`config.mk`:
```
export PLATFORM = sky130hd
export DESIGN_NAME = four_wide_decode_queue_flat
export DESIGN_NICKNAME = d
export VERILOG_FILES = /design/src/rtl/core/dfq_pkg.sv /design/src/rtl/core/dfq_if.sv /design/src/rtl/core/dfq_store.sv /design/src/rtl/core/dfq_seq.sv /design/src/rtl/core/four_wide_decode_queue.sv /design/src/flat_wrapper.sv
export SDC_FILE = /design/constraint.sdc
export NUM_CORES = 2
export LEC_CHECK = 0
export BUFFER_PORTS_ARGS = -buffer_cell sky130_fd_sc_hd__buf_2
export CORE_MARGIN = 10
export CORE_UTILIZATION = 59
export DETAILED_ROUTE_END_ITERATION = 12
export PLACE_DENSITY_LB_ADDON = 0.25
export SYNTH_ARGS = -nofsm -noshare
export SYNTH_HDL_FRONTEND = slang
export SYNTH_HIERARCHICAL = 1
export SYNTH_SLANG_ARGS = --single-unit
```
`constraint.sdc`:
```
create_clock -name clk_i -period 12.5 [get_ports clk_i]
set_input_delay 3.75 -clock clk_i [delete_from_list [all_inputs] [get_ports clk_i]]
set_output_delay 3.75 -clock clk_i [all_outputs]
set_load 0.02 [all_outputs]
```
`src/rtl/core/dfq_pkg.sv`:
```
// Shared types and constants of the four-wide decode queue.
`timescale 1ns / 1ps
`default_nettype none

package dfq_pkg;

  // Number of write lanes and of read lanes.
  localparam int unsigned LANES = 4;
  // Width of a payload field on the ports.
  localparam int unsigned DATA_W = 64;
  // Width of the pop count field.
  localparam int unsigned POP_W = 3;
  // Width of the free slot field.
  localparam int unsigned FREE_W = 5;

  // Defaults of the top level parameters.
  localparam int unsigned DEF_QUEUE_DEPTH = 16;
  localparam int unsigned DEF_ENTRY_WIDTH = 64;

  typedef struct packed {
    logic              flush;
    logic [POP_W-1:0]  pop_num;
    logic              stalled;
    logic              write_valid_0;
    logic [DATA_W-1:0] write_data_0;
    logic              write_valid_1;
    logic [DATA_W-1:0] write_data_1;
    logic              write_valid_2;
    logic [DATA_W-1:0] write_data_2;
    logic              write_valid_3;
    logic [DATA_W-1:0] write_data_3;
  } in_item_t;

  typedef struct packed {
    logic              out_valid_0;
    logic [DATA_W-1:0] out_data_0;
    logic              out_valid_1;
    logic [DATA_W-1:0] out_data_1;
    logic              out_valid_2;
    logic [DATA_W-1:0] out_data_2;
    logic              out_valid_3;
    logic [DATA_W-1:0] out_data_3;
    logic [FREE_W-1:0] free_slots;
  } out_item_t;

endpackage

`default_nettype wire

```
`src/rtl/core/dfq_if.sv`:
```
// Valid/ready channel interfaces for the input and result transactions.
`timescale 1ns / 1ps
`default_nettype none

interface dfq_in_if;
  import dfq_pkg::*;

  logic     valid;
  logic     ready;
  in_item_t payload;

  modport source (output valid, output payload, input ready);
  modport sink   (input valid, input payload, output ready);
endinterface

interface dfq_out_if;
  import dfq_pkg::*;

  logic      valid;
  logic      ready;
  out_item_t payload;

  modport source (output valid, output payload, input ready);
  modport sink   (input valid, input payload, output ready);
endinterface

`default_nettype wire

```
`src/rtl/core/dfq_store.sv`:
```
// Entry store: one write port and one read port with registered read data.
`timescale 1ns / 1ps
`default_nettype none

module dfq_store import dfq_pkg::*; #(
  parameter int unsigned QUEUE_DEPTH = DEF_QUEUE_DEPTH,
  parameter int unsigned ENTRY_WIDTH = DEF_ENTRY_WIDTH,
  localparam int unsigned AW = $clog2(QUEUE_DEPTH)
) (
  input  wire logic                   clk_i,
  input  wire logic                   we_i,
  input  wire logic [AW-1:0]          waddr_i,
  input  wire logic [ENTRY_WIDTH-1:0] wdata_i,
  input  wire logic                   re_i,
  input  wire logic [AW-1:0]          raddr_i,
  output      logic [ENTRY_WIDTH-1:0] rdata_o
);

  logic [ENTRY_WIDTH-1:0] mem_q [QUEUE_DEPTH];
  logic [ENTRY_WIDTH-1:0] rdata_q;

  always_ff @(posedge clk_i) begin
    if (we_i) begin
      mem_q[waddr_i] <= wdata_i;
    end
  end

  // Read data holds while no read is issued.
  always_ff @(posedge clk_i) begin
    if (re_i) begin
      rdata_q <= mem_q[raddr_i];
    end
  end

  assign rdata_o = rdata_q;

endmodule

`default_nettype wire

```
`src/rtl/core/dfq_seq.sv`:
```
// Sequencer: pointers, occupancy and the per-lane read and write steps.
`timescale 1ns / 1ps
`default_nettype none

module dfq_seq import dfq_pkg::*; #(
  parameter int unsigned QUEUE_DEPTH = DEF_QUEUE_DEPTH,
  parameter int unsigned ENTRY_WIDTH = DEF_ENTRY_WIDTH,
  localparam int unsigned AW = $clog2(QUEUE_DEPTH),
  localparam int unsigned CW = $clog2(QUEUE_DEPTH + 1)
) (
  input  wire logic                   clk_i,
  input  wire logic                   rst_ni,
  input  wire logic                   in_valid_i,
  input  wire in_item_t               in_item_i,
  output      logic                   in_ready_o,
  output      logic                   res_valid_o,
  output      out_item_t              res_item_o,
  input  wire logic                   res_ready_i,
  output      logic                   mem_we_o,
  output      logic [AW-1:0]          mem_waddr_o,
  output      logic [ENTRY_WIDTH-1:0] mem_wdata_o,
  output      logic                   mem_re_o,
  output      logic [AW-1:0]          mem_raddr_o,
  input  wire logic [ENTRY_WIDTH-1:0] mem_rdata_i
);

  localparam int unsigned LW = $clog2(LANES);

  typedef enum logic [2:0] {
    ST_IDLE = 3'b001,
    ST_WORK = 3'b010,
    ST_DONE = 3'b100
  } state_e;

  state_e            state_q, state_d;
  logic [AW-1:0]     head_q, head_d;
  logic [AW-1:0]     tail_q, tail_d;
  logic [CW-1:0]     occ_q, occ_d;
  logic [LW-1:0]     lane_q, lane_d;
  logic [LANES-1:0]  offer_q, offer_d;
  logic [LANES-1:0]  wv_q;
  logic [ENTRY_WIDTH-1:0] wd_q [LANES];
  logic [ENTRY_WIDTH-1:0] rd_q [LANES-1];

  logic [CW-1:0]     pop_ext;
  logic [CW-1:0]     pop_eff;
  logic [CW-1:0]     remain;
  logic              accept;
  logic              full;
  logic              do_write;
  logic [CW+4:0]     free_wide;
  logic [LANES-1:0]  in_wv;
  logic [DATA_W-1:0] lane_data [LANES];

  // Sum of an index and a small step, brought back into the queue range.
  function automatic logic [AW-1:0] wrap_add(input logic [AW-1:0] idx,
                                             input logic [AW:0]   step);
    logic [AW:0] sum;
    sum = (AW+1)'(idx) + step;
    if (sum >= (AW+1)'(QUEUE_DEPTH)) begin
      sum = sum - (AW+1)'(QUEUE_DEPTH);
    end
    return sum[AW-1:0];
  endfunction

  assign accept  = (state_q == ST_IDLE) && in_valid_i;
  assign pop_ext = CW'(in_item_i.pop_num);
  assign pop_eff = (pop_ext > occ_q) ? occ_q : pop_ext;
  assign remain  = occ_q - pop_eff;
  assign full    = (occ_q == CW'(QUEUE_DEPTH));
  assign in_wv   = {in_item_i.write_valid_3, in_item_i.write_valid_2,
                    in_item_i.write_valid_1, in_item_i.write_valid_0};

  // Lane k reads head + k and writes the tail in the same cycle. Offered reads
  // lie inside the occupancy and writes outside it, so they never meet a write.
  assign do_write    = (state_q == ST_WORK) && wv_q[lane_q] && !full;
  assign mem_we_o    = do_write;
  assign mem_waddr_o = tail_q;
  assign mem_wdata_o = wd_q[lane_q];
  assign mem_re_o    = (state_q == ST_WORK);
  assign mem_raddr_o = wrap_add(head_q, (AW+1)'(lane_q));

  always_comb begin
    state_d = state_q;
    head_d  = head_q;
    tail_d  = tail_q;
    occ_d   = occ_q;
    lane_d  = lane_q;
    offer_d = offer_q;
    case (state_q)
      ST_IDLE: begin
        if (in_valid_i) begin
          if (in_item_i.flush) begin
            head_d  = '0;
            tail_d  = '0;
            occ_d   = '0;
            offer_d = '0;
            state_d = ST_DONE;
          end else begin
            head_d = wrap_add(head_q, (AW+1)'(pop_eff));
            occ_d  = remain;
            for (int k = 0; k < LANES; k++) begin
              offer_d[k] = !in_item_i.stalled && (remain > CW'(k));
            end
            lane_d  = '0;
            state_d = ST_WORK;
          end
        end
      end
      ST_WORK: begin
        if (do_write) begin
          tail_d = wrap_add(tail_q, (AW+1)'(1));
          occ_d  = occ_q + CW'(1);
        end
        if (lane_q == LW'(LANES - 1)) begin
          state_d = ST_DONE;
        end else begin
          lane_d = lane_q + LW'(1);
        end
      end
      ST_DONE: begin
        if (res_ready_i) begin
          state_d = ST_IDLE;
        end
      end
      default: begin
        state_d = ST_IDLE;
      end
    endcase
  end

  always_ff @(posedge clk_i or negedge rst_ni) begin
    if (!rst_ni) begin
      state_q <= ST_IDLE;
      head_q  <= '0;
      tail_q  <= '0;
      occ_q   <= '0;
      lane_q  <= '0;
      offer_q <= '0;
      wv_q    <= '0;
    end else begin
      state_q <= state_d;
      head_q  <= head_d;
      tail_q  <= tail_d;
      occ_q   <= occ_d;
      lane_q  <= lane_d;
      offer_q <= offer_d;
      if (accept) begin
        wv_q <= in_wv;
      end
    end
  end

  // Write payloads are latched at acceptance; the read data of lane k is
  // taken from the store output while lane k + 1 is read, and the last lane
  // is read straight from the store, whose output holds once the reads stop.
  always_ff @(posedge clk_i) begin
    if (accept) begin
      wd_q[0] <= ENTRY_WIDTH'(in_item_i.write_data_0);
      wd_q[1] <= ENTRY_WIDTH'(in_item_i.write_data_1);
      wd_q[2] <= ENTRY_WIDTH'(in_item_i.write_data_2);
      wd_q[3] <= ENTRY_WIDTH'(in_item_i.write_data_3);
    end
    if ((state_q == ST_WORK) && (lane_q != '0)) begin
      rd_q[lane_q - LW'(1)] <= mem_rdata_i;
    end
  end

  always_comb begin
    for (int k = 0; k < LANES - 1; k++) begin
      lane_data[k] = offer_q[k] ? DATA_W'(rd_q[k]) : '0;
    end
    lane_data[LANES-1] = offer_q[LANES-1] ? DATA_W'(mem_rdata_i) : '0;
  end

  assign free_wide = (CW+5)'(QUEUE_DEPTH) - (CW+5)'(occ_q);

  assign in_ready_o  = (state_q == ST_IDLE);
  assign res_valid_o = (state_q == ST_DONE);

  always_comb begin
    res_item_o.out_valid_0 = offer_q[0];
    res_item_o.out_data_0  = lane_data[0];
    res_item_o.out_valid_1 = offer_q[1];
    res_item_o.out_data_1  = lane_data[1];
    res_item_o.out_valid_2 = offer_q[2];
    res_item_o.out_data_2  = lane_data[2];
    res_item_o.out_valid_3 = offer_q[3];
    res_item_o.out_data_3  = lane_data[3];
    res_item_o.free_slots  = free_wide[FREE_W-1:0];
  end

endmodule

`default_nettype wire

```
`src/rtl/core/four_wide_decode_queue.sv`:
```
// Top level of the four-wide decode queue with its result register.
//
//   Channel  Direction  Transaction
//   in_i     sink       flush, pop count, stall flag and four write lanes
//   out_o    source     four offered head entries and the free slot count
//
// An item is accepted with its pop applied, then the sequencer steps through
// the four lanes on the single read port and single write port of the entry
// store, then hands the result to the output register once it can take it.
// A flush skips the lanes. Reset clears the pointers, occupancy and control
// state but not the store, whose contents stay undefined until written. A
// result waits in the output register while the next item is already accepted.
`timescale 1ns / 1ps
`default_nettype none

module four_wide_decode_queue import dfq_pkg::*; #(
  parameter int unsigned QUEUE_DEPTH = DEF_QUEUE_DEPTH,
  parameter int unsigned ENTRY_WIDTH = DEF_ENTRY_WIDTH
) (
  input wire logic   clk_i,
  input wire logic   rst_ni,
  dfq_in_if.sink     in_i,
  dfq_out_if.source  out_o
);

  localparam int unsigned AW = $clog2(QUEUE_DEPTH);

  logic                   res_valid;
  logic                   res_ready;
  out_item_t              res_item;
  logic                   mem_we;
  logic [AW-1:0]          mem_waddr;
  logic [ENTRY_WIDTH-1:0] mem_wdata;
  logic                   mem_re;
  logic [AW-1:0]          mem_raddr;
  logic [ENTRY_WIDTH-1:0] mem_rdata;

  logic      out_valid_q;
  out_item_t out_item_q;

  dfq_seq #(
    .QUEUE_DEPTH (QUEUE_DEPTH),
    .ENTRY_WIDTH (ENTRY_WIDTH)
  ) u_seq (
    .clk_i       (clk_i),
    .rst_ni      (rst_ni),
    .in_valid_i  (in_i.valid),
    .in_item_i   (in_i.payload),
    .in_ready_o  (in_i.ready),
    .res_valid_o (res_valid),
    .res_item_o  (res_item),
    .res_ready_i (res_ready),
    .mem_we_o    (mem_we),
    .mem_waddr_o (mem_waddr),
    .mem_wdata_o (mem_wdata),
    .mem_re_o    (mem_re),
    .mem_raddr_o (mem_raddr),
    .mem_rdata_i (mem_rdata)
  );

  dfq_store #(
    .QUEUE_DEPTH (QUEUE_DEPTH),
    .ENTRY_WIDTH (ENTRY_WIDTH)
  ) u_store (
    .clk_i   (clk_i),
    .we_i    (mem_we),
    .waddr_i (mem_waddr),
    .wdata_i (mem_wdata),
    .re_i    (mem_re),
    .raddr_i (mem_raddr),
    .rdata_o (mem_rdata)
  );

  // The output register takes a new result when it is empty or when its
  // current transaction completes in the same cycle.
  assign res_ready = !out_valid_q || out_o.ready;

  always_ff @(posedge clk_i or negedge rst_ni) begin
    if (!rst_ni) begin
      out_valid_q <= 1'b0;
    end else if (res_ready) begin
      out_valid_q <= res_valid;
    end
  end

  always_ff @(posedge clk_i) begin
    if (res_ready && res_valid) begin
      out_item_q <= res_item;
    end
  end

  assign out_o.valid   = out_valid_q;
  assign out_o.payload = out_item_q;

endmodule

`default_nettype wire
```
`src/flat_wrapper.sv`:
```
// flat-port wrapper written by rule: the top's interface ports become plain ports
module four_wide_decode_queue_flat import dfq_pkg::*;
#(
  parameter int unsigned QUEUE_DEPTH = DEF_QUEUE_DEPTH,
  parameter int unsigned ENTRY_WIDTH = DEF_ENTRY_WIDTH
)
  (clk_i, rst_ni, in_i_valid, in_i_payload, in_i_ready, out_o_valid, out_o_payload, out_o_ready);
  dfq_in_if in_i_i ();
  dfq_out_if out_o_i ();
  input wire logic clk_i;
  input wire logic rst_ni;
  input wire logic [$bits(in_i_i.valid)-1:0] in_i_valid;
  input wire logic [$bits(in_i_i.payload)-1:0] in_i_payload;
  output wire logic [$bits(in_i_i.ready)-1:0] in_i_ready;
  output wire logic [$bits(out_o_i.valid)-1:0] out_o_valid;
  output wire logic [$bits(out_o_i.payload)-1:0] out_o_payload;
  input wire logic [$bits(out_o_i.ready)-1:0] out_o_ready;
  assign in_i_i.valid = in_i_valid;
  assign in_i_i.payload = in_i_payload;
  assign in_i_ready = in_i_i.ready;
  assign out_o_valid = out_o_i.valid;
  assign out_o_payload = out_o_i.payload;
  assign out_o_i.ready = out_o_ready;
  four_wide_decode_queue #(.QUEUE_DEPTH(QUEUE_DEPTH), .ENTRY_WIDTH(ENTRY_WIDTH)) u_core (.clk_i(clk_i), .rst_ni(rst_ni), .in_i(in_i_i), .out_o(out_o_i));
endmodule
```
==> impl_metrics.csv <==
group,metric,value,unit
grt,grt_max_degree,181,
worst_setup_path,r2r-start,"u_core/u_seq/lane_q[1]",
worst_setup_path,cp_data_arrival_time,6.52,ns
floorplan,start_util,59.4,%
power_and_ir_drop,seq_power_share,45.9,%
floorplan,boundaryPins,536,
yosys,syn-num-nets,3232,
finish,drive_gt1_share,32.0,%
clock_network,worstSkewPairLatency,0.78,ns
yosys,synth_edf_count,1801,
yosys,yosys_warnings,6,
yosys,ys_seq_area_share,81.9,%
worst_setup_path,path_delay_family,"buffers and inverters",
timing,fin_skew,0.0278,ns
grt,grtUsageMet2,37.5,%
timing,finalMaxSlewViolations,0,
timing,finalCriticalPeriod,6.13,ns
grt,grt_overflow_total,0,
routing,wirelength,148,mm
grt,use_met3,5.18,%
status,status,"finished, final reports clean",
worst_setup_path,worstPathMaxFanout,151,
power_and_ir_drop,combPwrFrac,25.5,%
grt,grt_antenna_before_repair,4,
floorplan,die_h,357,um
worst_setup_path,reg2reg_depth,7,
worst_setup_path,cp.required,12.89,ns
power_and_ir_drop,p_per_area,232,nW/um2
power_and_ir_drop,switchingPower,5.14,mW
routing,drt_pass1_iterations,9,
clock_network,clkSinkCount,1828,
worst_setup_path,rrSetupSlack,7.38,ns
grt,grt_pass1_vias,33300,
run,maxCapViolCount,0,
worst_setup_path,crit_chain,"buf_2 > nand4bb_1 > inv_8 > buf_12",
timing,slew_headroom,13.8,%
timing,fin_tns_setup,0,ns
placement,hpwl,84.5,mm
timing,finalSetupViolations,0,
power_and_ir_drop,p_int,12.7,mW
clock_network,cts_tree,"done",
grt,met1_usage,32.2,%
timing,hold_viol_final,0,
finish,layout.nets,3856,
floorplan,die_w,357,um
clock_network,numCtsBuffers,176,
worst_setup_path,startpoint_type,"primary input",
hold_path,hold_end,"u_core/u_seq/wv_q[1]",
power_and_ir_drop,power.share.switching,28.8,%
worst_setup_path,worst_setup_path_end_kind,"flip-flop",
yosys,avgSynthCellArea,22.7,um2
yosys,netlist_instances,2940,
clock_network,path_clk_slew,0.06,ns
grt,grt_pass1_wl,218,mm
hold_path,hp-start,"u_core/u_seq/wv_q[1]",
worst_setup_path,cpMaxStageDelayCell,"inv_8",
timing,grt_setup_unrepaired,"false",
placement,place_area,71300,um2
clock_network,ctsHtreeMaxLevel,4,
timing,worstMarginPinSlew,1.29,ns
worst_setup_path,cp_slowest_stage_delay,1.03,ns
yosys,synth_top_area_share,80.9,%
timing,max_freq,163,MHz
routing,post_drt_wl_per_cell,28.5,um
clock_network,cts_resized,0,
grt,grt_util_all_layers,23.2,%
routing,drcViolationCount,0,
yosys,synth.cell_area,66900,um2
finish,area_growth,15.0,%
clock_network,cts_root_buffer,"clkbuf_16",
routing,via_per_inst,6.09,
placement,place.gp.congestion,0.822,
floorplan,core_area,112000,um2
routing,drtIter0Drc,3611,
floorplan,die_area,127000,um2
yosys,yosysMostFrequentCell,"edfxtp_1",
worst_setup_path,crit_type,"primary input to flip-flop",
routing,vias,31700,
worst_setup_path,path_buf_inv,3,
clock_network,post-cts-setup-buffers,0,
yosys,yosysUniqueCellTypes,59,
yosys,async_flop_share,1.48,%
finish,design_area,76900,um2
yosys,synth.largest_area_cell,"edfxtp_1",
routing,ant_nets,0,
yosys,ys_ff_latch,1828,
grt,grt_busiest_layer,"met2",
power_and_ir_drop,pwr-share-clk,28.5,%
hold_path,min_path_type,"flip-flop to flip-flop",
timing,period_share,49.0,%
yosys,netlist_top_cells_area,"edfxtp_1 (81%), mux4_2 (11%), and2_1 (2.4%), a22oi_1 (1.4%), dfrtp_1 (0.97%)",
placement,port_buffers,535,
hold_path,worstHoldPathCells,2,
power_and_ir_drop,p_leak,25.4,nW
power_and_ir_drop,finalPower,17.9,mW
clock_network,clockBufferDepth,3,
clock_network,cts.hold.buffers_added,0,
power_and_ir_drop,vdd_drop_max,0.000357,V
floorplan,row_count,123,
yosys,synth_common_cells,"edfxtp_1 (1801), mux4_2 (321), and2_1 (258), a22oi_1 (128), nand2_1 (94)",
yosys,ys.flop_type,"edfxtp_1",
worst_setup_path,r2r_end,"u_core/u_store/mem_q[12][29]",
-- cells in the final DEF (no fill, tap or decap), types with 5 or more instances in the layout --
| master | n |
|---|---|
| a21oi_1 | 7 |
| a22oi_1 | 128 |
| and2_1 | 257 |
| buf_2 | 535 |
| buf_4 | 45 |
| bufinv_16 | 14 |
| clkbuf_1 | 42 |
| clkbuf_16 | 179 |
| clkinv_1 | 39 |
| clkinv_2 | 26 |
| dfrtp_1 | 20 |
| edfxtp_1 | 1801 |
| ha_1 | 19 |
| inv_1 | 10 |
| inv_6 | 6 |
| mux2i_1 | 6 |
| mux4_2 | 321 |
| nand2_1 | 94 |
| nand2b_1 | 7 |
| nand3_1 | 6 |
| nor2_1 | 8 |
| nor2_4 | 13 |
| nor2b_1 | 6 |
| nor3_1 | 7 |
| nor3b_1 | 5 |
| o21ai_0 | 13 |
| xnor2_1 | 5 |
-- routing by layer --
layer,part of all wire (%),vias up
li1,-,13300
met1,40,16600
met2,49,1611
met3,9.3,229
met4,2.2,2
met5,0.0088,-
-- worst max path at each step --
stage | startpoint | to | slack (ns) | depth (start not counted)
floorplan | in_i_valid | u_core/u_seq/head_q[1] | 0.50 | 5
CTS | in_i_valid | u_core/u_seq/wd_q[2][33] | 6.48 | 4
detailed placement | in_i_valid | u_core/u_seq/wd_q[2][33] | 5.66 | 4
global placement | in_i_valid | u_core/u_seq/wd_q[0][30] | 5.86 | 4
global route | in_i_valid | u_core/u_seq/wd_q[3][30] | 6.22 | 4
finish | in_i_valid | u_core/u_seq/wd_q[1][33] | 6.37 | 4
-- sequential cells by signal, indices dropped and copies added, names as in the netlist, 2 cells and up --
register / cells
u_core/u_seq/mem_waddr_o: 4
u_core/u_seq/state_q: 3
u_core/u_store/rdata_o: 64
u_core/u_seq/occ_q: 5
u_core/u_seq/lane_q: 2
u_core/u_seq/offer_q: 4
u_core/u_seq/wv_q: 4
u_core/out_o.payload: 265
u_core/u_seq/head_q: 4
u_core/u_seq/rd_q: 192
u_core/u_store/mem_q: 1024
u_core/u_seq/wd_q: 256
-- area by class of cell --
class,count,area (um2)
clock buffer,223,4660
multi-input combinational,962,11600
inverter,13,65.1
timing repair buffer,583,3080
antenna,2,5.00
sequential,1828,54800
fill,6834,35600
clock inverter,96,898
tap,1500,1880
-- through the flow --
step,util [%],cells,worst slack (ns),hold slack [ns]
floorplan,-,2940,0.502,0.440
global placement,63.4,4886,5.86,0.459
detailed placement,63.4,4886,5.66,0.462
CTS,68.4,5205,6.48,0.486
global route,68.4,5205,6.22,0.502
finish,68.4,5207,6.37,0.483
-- power groups by stage --
| stage | Combinational (mW) | Clock [mW] | Sequential (mW) |
|---|---|---|---|
| after CTS | 4.59 | 5.19 | 8.21 |
| final | 4.55 | 5.10 | 8.20 |
| after global routing | 4.92 | 5.43 | 8.25 |
| after global placement | 4.43 | 0 | 8.30 |
| after detailed placement | 4.57 | 0 | 8.34 |
| after floorplan | 3.29 | 0 | 8.36 |
-- worst register-to-register path, delay by kind of cell, from the launching register on --
family | cells | cell delay [ns]
simple gates | 3 | 1.62
flops | 1 | 0.78
mux | 1 | 0.42
buf+inv | 3 | 1.88
-- logic make-up after synthesis --
logic type,Yosys count,share of synthesized area [%]
muxes,329,10.9
and+or+nand+nor,431,3.64
xor gates and xnor gates,6,0.0786
DFF,1828,81.9
AOI/OAI and AO/OA,173,1.90
adders and majority gates,23,0.464
buffers and inverters,150,1.08
(Power assumes the default switching activity.)
